==> config.mk <==
export PLATFORM = sky130hd
export DESIGN_NAME = hex_escape_decoder_unit
export DESIGN_NICKNAME = d
export VERILOG_FILES = /design/src/hed_pkg.sv /design/src/hex_escape_decoder_unit.sv
export SDC_FILE = /design/constraint.sdc
export NUM_CORES = 1
export LEC_CHECK = 0
export BUFFER_PORTS_ARGS = -buffer_cell sky130_fd_sc_hd__buf_2
export CORE_ASPECT_RATIO = 1.25
export CORE_MARGIN = 5
export CORE_UTILIZATION = 50
export CTS_BUF_LIST = sky130_fd_sc_hd__clkbuf_16
export DETAILED_ROUTE_END_ITERATION = 6
export GPL_TIMING_DRIVEN = 0
export PLACE_DENSITY = 0.83
export SLEW_MARGIN = 20
export SYNTH_ARGS = -nofsm -noshare
export SYNTH_HDL_FRONTEND = slang
export SYNTH_SLANG_ARGS = --single-unit
==> constraint.sdc <==
create_clock -name clock -period 4.4 [get_ports clock]
set_input_delay 0.66 -clock clock [delete_from_list [all_inputs] [get_ports clock]]
set_output_delay 0.66 -clock clock [all_outputs]
set_load 0.01 [all_outputs]
==> src/hed_pkg.sv <==
package hed_pkg;

   // message position counter width, and the width of the reported position
   localparam int INDEX_BITS = 16;
   localparam int POS_BITS   = 16;

   localparam logic [7:0] ESCAPE_RESET = 8'h3d;  // '='

   typedef struct packed {
      logic [7:0] in_byte;
      logic       in_last;
   } req_type;

   typedef struct packed {
      logic                out_has_byte;
      logic [7:0]          out_byte;
      logic                out_done;
      logic                out_ok;
      logic [POS_BITS-1:0] out_error_pos;
   } rsp_type;

   typedef enum logic [2:0] {
      PH_PLAIN  = 3'b001,
      PH_DIGIT1 = 3'b010,
      PH_DIGIT2 = 3'b100
   } phase_type;

endpackage

==> src/hex_escape_decoder_unit.sv <==
// hex escape decoder
// decodes a byte stream in which an escape byte (csr_data, '=' after reset)
// is followed by two hex digits of either case; all other bytes pass as is
// input channel: one raw byte per beat on req_data, in_last marks the end of
// the message; a beat is taken when req_valid is high and req_stall is low
// result channel: at most one beat per input beat, carrying a decoded byte,
// the end-of-message report (ok, or the index of the failing escape), or both
// each result is registered: in the output register, or in the skid if that is held
// throughput: one input beat per cycle while req_stall is low; the decode is a
// single pass of combinational logic between the input handshake and the result register
// a two-entry result buffer (output register plus skid) lets the block keep
// taking beats while a result waits; req_stall rises only when both entries
// are full, and is driven straight from a flop
// while rsp_stall is high the result on rsp_* holds steady
// after an error the rest of the message is swallowed; the last beat still
// yields a failure report
// reset (synchronous, active high) empties the buffer, clears message state
// and loads '=' as escape byte; csr writes belong where no beat is in flight
module hex_escape_decoder_unit (
   input  logic             clock,
   input  logic             reset,
   input  logic             req_valid,
   output logic             req_stall,
   input  hed_pkg::req_type req_data,
   output logic             rsp_valid,
   input  logic             rsp_stall,
   output hed_pkg::rsp_type rsp_data,
   input  logic             csr_write,
   input  logic [7:0]       csr_data
);
   import hed_pkg::*;

   localparam int WIDE_BITS = (INDEX_BITS > POS_BITS) ? INDEX_BITS : POS_BITS;
   localparam logic [POS_BITS-1:0] POS_MAX = '1;

   // configuration
   logic [7:0] escape_ff;

   // message state
   phase_type             phase_ff, phase_in;
   logic [3:0]            high_nibble_ff, high_nibble_in;
   logic [INDEX_BITS-1:0] byte_index_ff, byte_index_in;
   logic [INDEX_BITS-1:0] escape_index_ff, escape_index_in;
   logic                  failed_ff, failed_in;
   logic                  first_zero_ff, first_zero_in;

   // result buffer
   logic    out_valid_ff, skid_valid_ff;
   rsp_type out_ff, skid_ff;

   logic          accept;
   logic          take;
   logic          produce;
   logic          is_hex;
   logic [3:0]    digit;
   logic          emit;
   logic [7:0]    value;
   rsp_type       result;
   logic [WIDE_BITS-1:0] esc_wide;
   logic [POS_BITS-1:0]  err_pos;

   assign req_stall = skid_valid_ff;
   assign accept    = req_valid & ~skid_valid_ff;
   assign take      = out_valid_ff & ~rsp_stall;
   assign rsp_valid = out_valid_ff;
   assign rsp_data  = out_ff;

   // hex digit lookup on the incoming byte
   always_comb begin
      is_hex = 1'b1;
      digit  = 4'd0;
      if (req_data.in_byte inside {["0":"9"]}) begin
         digit = 4'(req_data.in_byte - 8'h30);
      end else if (req_data.in_byte inside {["a":"f"]}) begin
         digit = 4'(req_data.in_byte - 8'h57);
      end else if (req_data.in_byte inside {["A":"F"]}) begin
         digit = 4'(req_data.in_byte - 8'h37);
      end else begin
         is_hex = 1'b0;
      end
   end

   // per-byte decode step
   always_comb begin
      phase_in        = phase_ff;
      high_nibble_in  = high_nibble_ff;
      escape_index_in = escape_index_ff;
      failed_in       = failed_ff;
      first_zero_in   = first_zero_ff;
      emit            = 1'b0;
      value           = 8'd0;
      byte_index_in   = (byte_index_ff != '1) ? byte_index_ff + 1'b1 : byte_index_ff;

      if (!failed_ff) begin
         case (phase_ff)
            PH_PLAIN: begin
               if (req_data.in_byte == escape_ff) begin
                  escape_index_in = byte_index_ff;
                  if (req_data.in_last) failed_in = 1'b1;
                  else                  phase_in  = PH_DIGIT1;
               end else begin
                  emit  = 1'b1;
                  value = req_data.in_byte;
               end
            end
            PH_DIGIT1: begin
               if (!is_hex || req_data.in_last) begin
                  failed_in = 1'b1;
               end else begin
                  high_nibble_in = digit;
                  first_zero_in  = (req_data.in_byte == "0");
                  phase_in       = PH_DIGIT2;
               end
            end
            PH_DIGIT2: begin
               // "00" is rejected
               if (!is_hex || (first_zero_ff && req_data.in_byte == "0")) begin
                  failed_in = 1'b1;
               end else begin
                  emit  = 1'b1;
                  value = {high_nibble_ff, digit};
               end
               phase_in = PH_PLAIN;
            end
            default: begin
               phase_in = PH_PLAIN;
            end
         endcase
      end

      // reported position saturates at its field width
      esc_wide = WIDE_BITS'(escape_index_in);
      if (esc_wide > WIDE_BITS'(POS_MAX)) err_pos = POS_MAX;
      else                                 err_pos = esc_wide[POS_BITS-1:0];

      produce              = emit | req_data.in_last;
      result.out_has_byte  = emit;
      result.out_byte      = value;
      result.out_done      = req_data.in_last;
      result.out_ok        = req_data.in_last & ~failed_in;
      result.out_error_pos = (req_data.in_last && failed_in) ? err_pos : '0;

      // end of message returns all message state to its reset value
      if (req_data.in_last) begin
         phase_in        = PH_PLAIN;
         high_nibble_in  = 4'd0;
         byte_index_in   = '0;
         escape_index_in = '0;
         failed_in       = 1'b0;
         first_zero_in   = 1'b0;
      end
   end

   // control state
   always_ff @(posedge clock) begin
      if (reset) begin
         escape_ff       <= ESCAPE_RESET;
         phase_ff        <= PH_PLAIN;
         high_nibble_ff  <= 4'd0;
         byte_index_ff   <= '0;
         escape_index_ff <= '0;
         failed_ff       <= 1'b0;
         first_zero_ff   <= 1'b0;
         out_valid_ff    <= 1'b0;
         skid_valid_ff   <= 1'b0;
      end else begin
         if (csr_write) begin
            escape_ff <= csr_data;
         end
         if (accept) begin
            phase_ff        <= phase_in;
            high_nibble_ff  <= high_nibble_in;
            byte_index_ff   <= byte_index_in;
            escape_index_ff <= escape_index_in;
            failed_ff       <= failed_in;
            first_zero_ff   <= first_zero_in;
         end
         if (!out_valid_ff || take) begin
            // output register free this cycle: skid drains first
            if (skid_valid_ff) begin
               out_valid_ff  <= 1'b1;
               skid_valid_ff <= 1'b0;
            end else begin
               out_valid_ff <= accept & produce;
            end
         end else if (accept && produce) begin
            skid_valid_ff <= 1'b1;
         end
      end
   end

   // result payload
   always_ff @(posedge clock) begin
      if (!out_valid_ff || take) begin
         if (skid_valid_ff) out_ff <= skid_ff;
         else if (accept)   out_ff <= result;
      end else if (accept && produce) begin
         skid_ff <= result;
      end
   end

endmodule
==> results.txt, run 1 <==
Final nets - 512
via-per-instance ratio - 5.55
Critical Path End Type - flop
Die W - 98.1 um
critical path class - in2reg
Root Buffer - clkbuf_16
Via Count - 3425
cts repair resizes - 0
Leak Pwr - 0.00215 uW
WP data arrival - 3.16 ns
CP max FO - 12
final worst path period share - 0.707
EDFF count, synth - 54
placed cells - 601
syn nets - 450
Sw Pwr - 485 uW
GR Util met2 - 0.282
initial cell density of the core - 0.508
gr usage total - 0.169
initial antenna violation count - 0
Routed wire per std cell - 15.7 um
synthesized area per cell - 11.5 sq um
synthesized flop and latch total - 105
Crit path buffers/inverters - 4
core area - 9560 sq um
CTS tree - yes
CP Launch Type - input port
cell family with most CP delay - simple AND/OR/NAND/NOR gates
Post-Syn Area - 4860 sq um
port bufs - 49
Hold-fix buffers, CTS - 0
FMAX - 322 MHz
Remaining DRCs - 0
hpwl dp - 7000 um
TritonCTS buffer count - 9
switching fraction of total power - 0.234
yosys warns - 0
number of DRC markers in iteration 0 - 333
fin crit period - 3.11 ns
# H-tree levels - 3
Worst-Skew Late Latency - 0.34 ns
fin util - 0.584
worst slew pin tran - 1.06 ns
combinational power share - 0.096
met3 Use GR - 0.0358
highest-delay cell along the critical path - nor3_2
clock network power share - 0.381
global-route wire length before repair - 16300 um
IO Pins - 51
row count - 40
Post-Synthesis Cells - 424
worst-path cell chain - buf_2, inv_1, ha_1, or4b_4, nand3_4, a221o_1, a21oi_2, nor2_1, nor3_2, buf_6, buf_4
Critical Path Max Stage Delay - 0.53 ns
Area Overhead vs Synth - 14.9%
WP data required - 4.45 ns
internal power - 1590 uW
Reg clk slew, reported paths - 0.07 ns
Cell Count, Final, Fillers Out - 617
Seq/Total Area, Yosys - 0.544
wirelength, routed - 9670 um
Max rail drop VDD - 0.212 mV
chip height - 120 um
Worst Hold Class - reg2reg
clock sink count - 105
worst relative slew slack - 0.296
RSZ-0062 raised after global routing - no
distinct cell type count of the synthesized netlist - 65
Ant. Diodes - 0
Routed Antenna Nets - 0
DRT Pass-1 Iters - 5
largest net degree at the start of global routing - 28
Most used DFF post-synth - edfxtp_1
gpl congestion - 0.893
Final Hold Fails - 0
max-slew violation count - 0
Max Root-Sink Buffers - 2
Max-Cap Viols - 0
Hold Worst Slack - 0.482 ns
PwrDens - 371 nW/um^2
met1 Resource Use GR - 0.216
clock skew - 0.00883 ns
vias in the first global route - 3421
sequential share of power - 0.523
fin area - 5580 sq um
Synth async-reset ratio - 0
Design Power - 2070 uW
Setup Viol. Count Final - 0
post-CTS setup buffer count - 0
status - complete, no violations
grt ovf - 0
placed inst area - 5280 sq um
total die area - 11800 sq um
GR peak layer - met2
share of cells above drive strength 1 - 0.232
## layout make-up
cell class                      count  area, sq um
Clock buffer                        9          225
Inverter                            9         33.8
Timing Repair Buffer               51          264
Buffer                             23          126
Fill cell                         772         3980
Tap cell                          126          158
Sequential cell                   105         2640
Multi-Input combinational cell    287         2060
Clock inverter                      7         72.6
## state kept, by name, summed over array words and instances (netlist names)
name	flops
rsp_data	27
req_stall	1
escape_ff	8
escape_index_ff	16
failed_ff	1
skid_ff	27
byte_index_ff	16
rsp_valid	1
high_nibble_ff	4
phase_ff	3
first_zero_ff	1
## power groups by stage
stage | clock (uW) | combinational [uW] | sequential (uW)
global route | 848 | 217 | 1090
detailed placement | 0 | 198 | 1110
CTS | 799 | 199 | 1080
floorplan | 0 | 117 | 1120
global placement | 0 | 189 | 1110
finish | 790 | 198 | 1080
## worst paths after layout
path | depth (start not counted) | end | slack [ns] | startpoint
setup / recovery | 11 | skid_ff[12] | 1.29 | req_data[1]
setup reg to reg | 8 | skid_ff[12] | 1.84 | phase_ff[0]
hold reg to reg | 1 | escape_index_ff[5] | 0.48 | escape_index_ff[5]
hold / removal | 1 | escape_index_ff[5] | 0.48 | escape_index_ff[5]
## cells in the mapped netlist, types with 4 or more instances
| cell type | n | area [sq um] |
|---|---|---|
| a211o_1 | 5 | 43.8 |
| a21oi_1 | 6 | 30.0 |
| a22o_1 | 16 | 140 |
| a22oi_1 | 4 | 30.0 |
| buf_2 | 4 | 20.0 |
| clkbuf_1 | 10 | 37.5 |
| dfxtp_1 | 51 | 1020 |
| edfxtp_1 | 54 | 1620 |
| ha_1 | 4 | 50.1 |
| inv_1 | 8 | 30.0 |
| mux2_2 | 4 | 45.0 |
| mux2i_1 | 20 | 200 |
| nand2_1 | 38 | 143 |
| nand3_1 | 8 | 40.0 |
| nand3b_1 | 5 | 37.5 |
| nand4_1 | 8 | 50.1 |
| nor2_1 | 55 | 206 |
| nor2b_1 | 6 | 37.5 |
| o21ai_0 | 5 | 25.0 |
| o31ai_1 | 10 | 75.1 |
| o31ai_2 | 14 | 175 |
| xnor2_1 | 7 | 61.3 |
| xor2_1 | 19 | 166 |
## metal layers
layer | share of wire | wire, um | vias up
met5 | 0 | 0 | -
met4 | 0.017 | 167 | 0
met3 | 0.057 | 550 | 17
met2 | 0.50 | 4880 | 105
met1 | 0.42 | 4070 | 1627
li1 | - | - | 1676
## per-stage QoR
stage          TNS [ns]  setup WS [ns]
2_1_floorplan         0          0.204
3_3_place_gp     -18.24         -0.677
3_5_place_dp          0          0.942
4_1_cts               0           1.31
5_1_grt               0           1.16
6_report              0           1.29
## cells in the final DEF, fill, tap and decap left out, types with 7 or more instances in the layout
cell type,n
a22o_1,16
mux2i_1,20
xor2_1,19
clkbuf_1,10
nand4_1,8
edfxtp_1,54
o31ai_1,10
xnor2_1,7
o31ai_2,14
clkbuf_16,9
dfxtp_1,51
buf_2,53
nand2_1,38
inv_1,10
nand3_1,8
nor2_1,55
## cell families (layout without fill, tap and decap cells)
family                   Yosys count  count (layout)  synth area share
flip-flops                       105             105             0.544
buffers and inverters             32              99            0.0330
multiplexers                      24              24            0.0505
AO/OA/AOI/OAI                     85              85             0.157
AND/OR/NAND/NOR                  148             148             0.158
adder cells (fa/ha/maj)            4               4            0.0103
XOR/XNOR                          26              26            0.0469
No activity file was read; power rests on OpenSTA's default activity.
==> run 2, diff against run 1 <==
--- a/config.mk
+++ b/config.mk
@@ -12,7 +12,7 @@
 export CTS_BUF_LIST = sky130_fd_sc_hd__clkbuf_16
 export DETAILED_ROUTE_END_ITERATION = 6
 export GPL_TIMING_DRIVEN = 0
-export PLACE_DENSITY = 0.83
+export PLACE_DENSITY = 0.8
 export SLEW_MARGIN = 20
 export SYNTH_ARGS = -nofsm -noshare
 export SYNTH_HDL_FRONTEND = slang
==> constraint.sdc (replaced) <==
create_clock -name clock -period 3.2 [get_ports clock]
set_input_delay 0.48 -clock clock [delete_from_list [all_inputs] [get_ports clock]]
set_output_delay 0.48 -clock clock [all_outputs]
set_load 0.01 [all_outputs]
==> run 2 against run 1 <==
Die area unchanged. Register-to-register slack got worse by 1.2 ns. Sequential share of layout area increased by 0.15 points. Combinational power increased by 37%. Critical path type unchanged. Largest cell class unchanged. Highest routed layer unchanged.
==> results.txt, run 2 (synthesis gave the netlist of run 1 again) <==
core area - 9560 sq um (unchanged)
Max rail drop VDD - 0.323 mV (+52%)
most frequent cells in the layout - 55 x nor2_1, 54 x edfxtp_1, 53 x buf_2
Sw Pwr - 683 uW (+41%)
fin crit period - 2.80 ns
most common cell after layout, fill and taps aside - nor2_1
grt ovf - 0 (unchanged)
WHS Endpoint - escape_ff[2]
CP Launch Type - input port
wirelength, routed - 9400 um (-2.8%)
switching fraction of total power - 0.245 (+0.0106)
Area Overhead vs Synth - 14.6%
initial antenna violation count - 0 (unchanged)
Remaining DRCs - 0 (unchanged)
Final nets - 511 (-0.20%)
fin util - 0.582 (-0.00183)
# H-tree levels - 3 (unchanged)
r2r endpoint - rsp_data[9]
hpwl dp - 6870 um (-1.9%)
number of DRC markers in iteration 0 - 164 (-51%)
initial cell density of the core - 0.508 (unchanged)
Leak Pwr - 0.00212 uW (-1.1%)
Setup Viol. Count Final - 0 (unchanged)
vias in the first global route - 3390 (-0.91%)
CP max FO - 14 (+2)
status - complete, no violations
clock network power share - 0.369 (-0.012)
reg2reg start - req_stall
combinational power share - 0.098 (+0.002)
Max Root-Sink Buffers - 2 (unchanged)
Die W - 98.1 um (unchanged)
Root Buffer - clkbuf_16
Worst Hold Class - in2reg
clock sink count - 105 (unchanged)
sequential share of power - 0.534 (+0.011)
fin area - 5560 sq um (-0.31%)
Critical Path End Type - flop
largest net degree at the start of global routing - 28 (unchanged)
Reg clk slew, reported paths - 0.07 ns (about the same)
Hold Path Depth - 2 (+1)
Fillers - 778 (+0.78%)
placed cells - 599 (-0.33%)
Hold Startpoint - csr_data[2]
Cell Count, Final, Fillers Out - 616 (-0.16%)
cts repair resizes - 0 (unchanged)
port bufs - 49 (unchanged)
critical path class - in2reg
FMAX - 357 MHz
share of cells above drive strength 1 - 0.233 (+0.000474)
gr usage total - 0.165 (-0.00444)
internal power - 2110 uW (+33%)
Hold Worst Slack - 0.342 ns (-0.140 ns)
CTS tree - yes
PwrDens - 502 nW/um^2 (+35%)
Final Hold Fails - 0 (unchanged)
r2r setup slk - 0.67 ns (-1.17 ns)
Worst-Skew Late Latency - 0.34 ns (about the same)
Max-Cap Viols - 0 (unchanged)
DRT Pass-1 Iters - 4 (-1)
Routed wire per std cell - 15.3 um (-2.6%)
r2r worst-path depth - 3 (-5)
Hold-fix buffers, CTS - 0 (unchanged)
placed inst area - 5270 sq um (-0.24%)
worst slack at placement - -0.196 ns (-1.14 ns)
gpl congestion - 0.883 (-1.0%)
Setup WS post-layout - 0.401 ns (-0.890 ns)
global-route wire length before repair - 16000 um (-2.3%)
TritonCTS buffer count - 9 (unchanged)
Ant. Diodes - 0 (unchanged)
row count - 40 (unchanged)
max-slew violation count - 0 (unchanged)
chip height - 120 um (unchanged)
WP data required - 3.25 ns (-1.20 ns)
total die area - 11800 sq um (unchanged)
Via Count - 3404 (-0.61%)
RSZ-0062 raised after global routing - no
clock skew - 0.00977 ns (+0.000944 ns)
Routed Antenna Nets - 0 (unchanged)
worst slew pin tran - 1.05 ns (-0.00160 ns)
via-per-instance ratio - 5.53 (-0.45%)
worst relative slew slack - 0.297 (+0.00107)
WP data arrival - 2.85 ns (-0.31 ns)
final worst path period share - 0.875
IO Pins - 51 (unchanged)
post-CTS setup buffer count - 0 (unchanged)
## run 2: changes by cell type in the layout (fill, tap and decap cells not counted), sizes merged
cell,previous run,this run
clkinvlp,0,2
clkinv,4,3
bufinv,1,0
buf,63,62
## run 2: metal layers
metal | GRT usage | routed length, um
met1 | 0.208 | 4110
met2 | 0.276 | 4700
met3 | 0.0346 | 442
met4 | 0.0692 | 150
met5 | 0 | 0
## run 2: worst max path at each step
| stage | from | endpoint | slack (ns) |
|---|---|---|---|
| floorplan | req_data[1] | skid_ff[0] | 0.38 |
| global placement | req_data[1] | skid_ff[9] | -0.13 |
| detailed placement | req_data[1] | skid_ff[9] | -0.20 |
| CTS | req_data[1] | skid_ff[4] | 0.16 |
| global route | req_data[1] | skid_ff[12] | 0.24 |
| finish | req_data[1] | skid_ff[9] | 0.40 |
## run 2: final cells by class
cell class	instances	area, sq um	share of cell area
sequential	105	2640	0.475
clock inverter	7	52.6	0.00945
buffer	23	126	0.0227
inverter	9	33.8	0.00607
timing repair buffer	50	260	0.0468
multi-input combinational	287	2060	0.371
clock buffer	9	225	0.0405
tap	126	158	0.0283
## run 2: power groups by stage
stage / Clock, uW / Combinational, uW / Sequential (uW)
finish: 1030 / 272 / 1490
global route: 1100 / 299 / 1500
CTS: 1040 / 273 / 1490
detailed placement: 0 / 271 / 1520
global placement: 0 / 263 / 1520
floorplan: 0 / 163 / 1540
## run 2: critical path, cell delays in order
cell and delay (ns):
buf_2 0.15, inv_1 0.09, ha_1 0.22, or4b_4 0.23, nand3_4 0.09, a221o_1 0.42, a21oi_2 0.22, nor2_1 0.10
nor3_4 0.60, buf_8 0.24
## run 2: metrics by stage
stage,TNS [ns],power [uW]
after global routing,0,2900
after CTS,0,2810
after floorplan,0,1700
after detailed placement,-5.27,1790
final,0,2790
after global placement,-3.52,1780
==> run 3, diff against run 2 <==
--- a/config.mk
+++ b/config.mk
@@ -11,7 +11,6 @@
 export CORE_UTILIZATION = 50
 export CTS_BUF_LIST = sky130_fd_sc_hd__clkbuf_16
 export DETAILED_ROUTE_END_ITERATION = 6
-export GPL_TIMING_DRIVEN = 0
 export PLACE_DENSITY = 0.8
 export SLEW_MARGIN = 20
 export SYNTH_ARGS = -nofsm -noshare
==> run 3 against run 2 <==
Sequential power hardly changed. Fmax is 14% higher. Die area stayed put. Worst hold slack worse by 0.012 ns. Largest power group unchanged. Largest cell class unchanged. Core utilization is 0.51 points lower.
==> results.txt, run 3 (synthesis gave the netlist of run 1 again) <==
status - complete, no violations
CP Launch Type - input port
Max Root-Sink Buffers - 2 (unchanged)
wirelength, routed - 9060 um (-3.6%)
r2r setup slk - 1.02 ns (+0.35 ns)
grt ovf - 0 (unchanged)
Root Buffer - clkbuf_16
Final Hold Fails - 0 (unchanged)
WP data arrival - 2.49 ns (-0.36 ns)
Routed Antenna Nets - 0 (unchanged)
Routed wire per std cell - 15.1 um (-0.85%)
share of cells above drive strength 1 - 0.233 (about the same)
reg2reg start - escape_ff[5]
IO Pins - 51 (unchanged)
final setup TNS - 0 ns (unchanged)
clock sink count - 105 (unchanged)
worst slew pin tran - 0.801 ns (-0.253 ns)
TritonCTS buffer count - 9 (unchanged)
largest net degree at the start of global routing - 48 (+71%)
Leak Pwr - 0.00211 uW (-0.42%)
FMAX - 408 MHz (+14%)
most common cell after layout, fill and taps aside - nor2_1
DRT Pass-1 Iters - 4 (unchanged)
WP data required - 3.24 ns (about the same)
Worst Hold Class - in2reg
vias in the first global route - 3186 (-6.0%)
final worst path period share - 0.765 (-0.110)
Final nets - 494 (-3.3%)
Critical Path End Type - flop
number of DRC markers in iteration 0 - 280 (+71%)
fin crit period - 2.45 ns (-0.350 ns)
Max rail drop VDD - 0.290 mV (-10%)
Multi-input gate area - 2060 sq um (unchanged)
Die W - 98.1 um (unchanged)
port bufs - 50 (+2.0%)
storage element area - 2640 sq um (about the same)
CTS tree - yes
global-route wire length before repair - 15700 um (-1.4%)
# H-tree levels - 3 (unchanged)
r2r endpoint - escape_index_ff[8]
Remaining DRCs - 0 (unchanged)
Hold-fix buffers, CTS - 0 (unchanged)
Worst-Skew Late Latency - 0.35 ns (about the same)
Setup Viol. Count Final - 0 (unchanged)
critical path class - in2reg
end of the critical path - skid_ff[14]
total die area - 11800 sq um (unchanged)
Ant. Diodes - 0 (unchanged)
cts repair resizes - 0 (unchanged)
via-per-instance ratio - 5.51 (-0.27%)
max-slew violation count - 0 (unchanged)
placed cells - 583 (-2.7%)
PwrDens - 531 nW/um^2 (+5.7%)
Hold Path Depth - 2 (unchanged)
post-CTS setup buffer count - 0 (unchanged)
Max-Cap Viols - 0 (unchanged)
RSZ-0062 raised after global routing - no
Reg clk slew, reported paths - 0.07 ns (about the same)
r2r worst-path depth - 5 (+2)
hpwl dp - 6280 um (-8.7%)
Cell Count, Final, Fillers Out - 599 (-2.8%)
CP max FO - 18 (+4)
initial antenna violation count - 0 (unchanged)
clock skew - 0.0103 ns (+0.000494 ns)
most frequent cells in the layout - 55 x nor2_1, 54 x edfxtp_1, 50 x dfxtp_1, 50 x buf_2, 38 x nand2_1
Area Overhead vs Synth - 13.6%
Fillers - 746 (-4.1%)
worst relative slew slack - 0.466 (+0.168)
start point of the critical path - req_data[1]
gr usage total - 0.164 (-0.00141)
initial cell density of the core - 0.508 (unchanged)
core area - 9560 sq um (unchanged)
gpl congestion - 0.867 (-1.9%)
Via Count - 3301 (-3.0%)
row count - 40 (unchanged)
chip height - 120 um (unchanged)
run 3: cell types whose count changed in the layout (fill, tap and decap cells not counted), moves of 2 or more:
cell,before,now
bufinv_16,0,2
buf_4,3,6
clkbuf_1,10,0
buf_6,3,0
clkinvlp_4,2,0
buf_2,53,50
buf_1,2,0
run 3: layout make-up:
class,count,share of cell area
flip-flops and latches,105,0.479
multi-input cells,287,0.374
repair buffers,56,0.0536
clock buffers,9,0.0408
well taps,126,0.0286
clock inverters,7,0.0170
inverters,9,0.00613
run 3: how the worst min path moves through the flow:
stage	from	endpoint	slack, ns
after floorplan	escape_index_ff[11]	escape_index_ff[11]	0.45
after global placement	escape_index_ff[2]	escape_index_ff[2]	0.46
after detailed placement	escape_index_ff[11]	escape_index_ff[11]	0.47
after CTS	csr_data[5]	escape_ff[5]	0.33
after global routing	csr_data[5]	escape_ff[5]	0.32
final	csr_data[2]	escape_ff[2]	0.33
run 3: worst max-delay path, stage by stage:
cell	delay [ns]
buf_2	0.16
inv_1	0.10
ha_1	0.24
or4b_4	0.23
nand3_4	0.09
a221o_1	0.42
a21oi_2	0.22
nor2_1	0.10
nor3_4	0.18
buf_4	0.27
run 3: per-layer routing:
layer  track usage  vias to the layer above  part of all wire
met4        0.0640                        0             0.017
li1              -                     1640                 -
met5             0                        -                 0
met2         0.259                       83              0.49
met3        0.0421                       14             0.052
met1         0.215                     1564              0.44
run 3: power breakdown:
part           total (uW)  switching [uW]  internal, uW
sequential           1490            18.8          1470
combinational         266             166          99.2
clock                1170             482           688
total                2930             667          2260
run 3: per-stage QoR:
stage | instance area, sq um | utilization | setup WS [ns] | hold WS (ns) | total power [uW]
floorplan | 4870 | - | 0.378 | 0.449 | 1700
global placement | 5190 | 0.543 | 0.510 | 0.461 | 1780
detailed placement | 5190 | 0.543 | 0.396 | 0.466 | 1790
CTS | 5510 | 0.577 | 0.754 | 0.328 | 2940
global route | 5510 | 0.577 | 0.627 | 0.323 | 3040
finish | 5510 | 0.577 | 0.751 | 0.331 | 2930
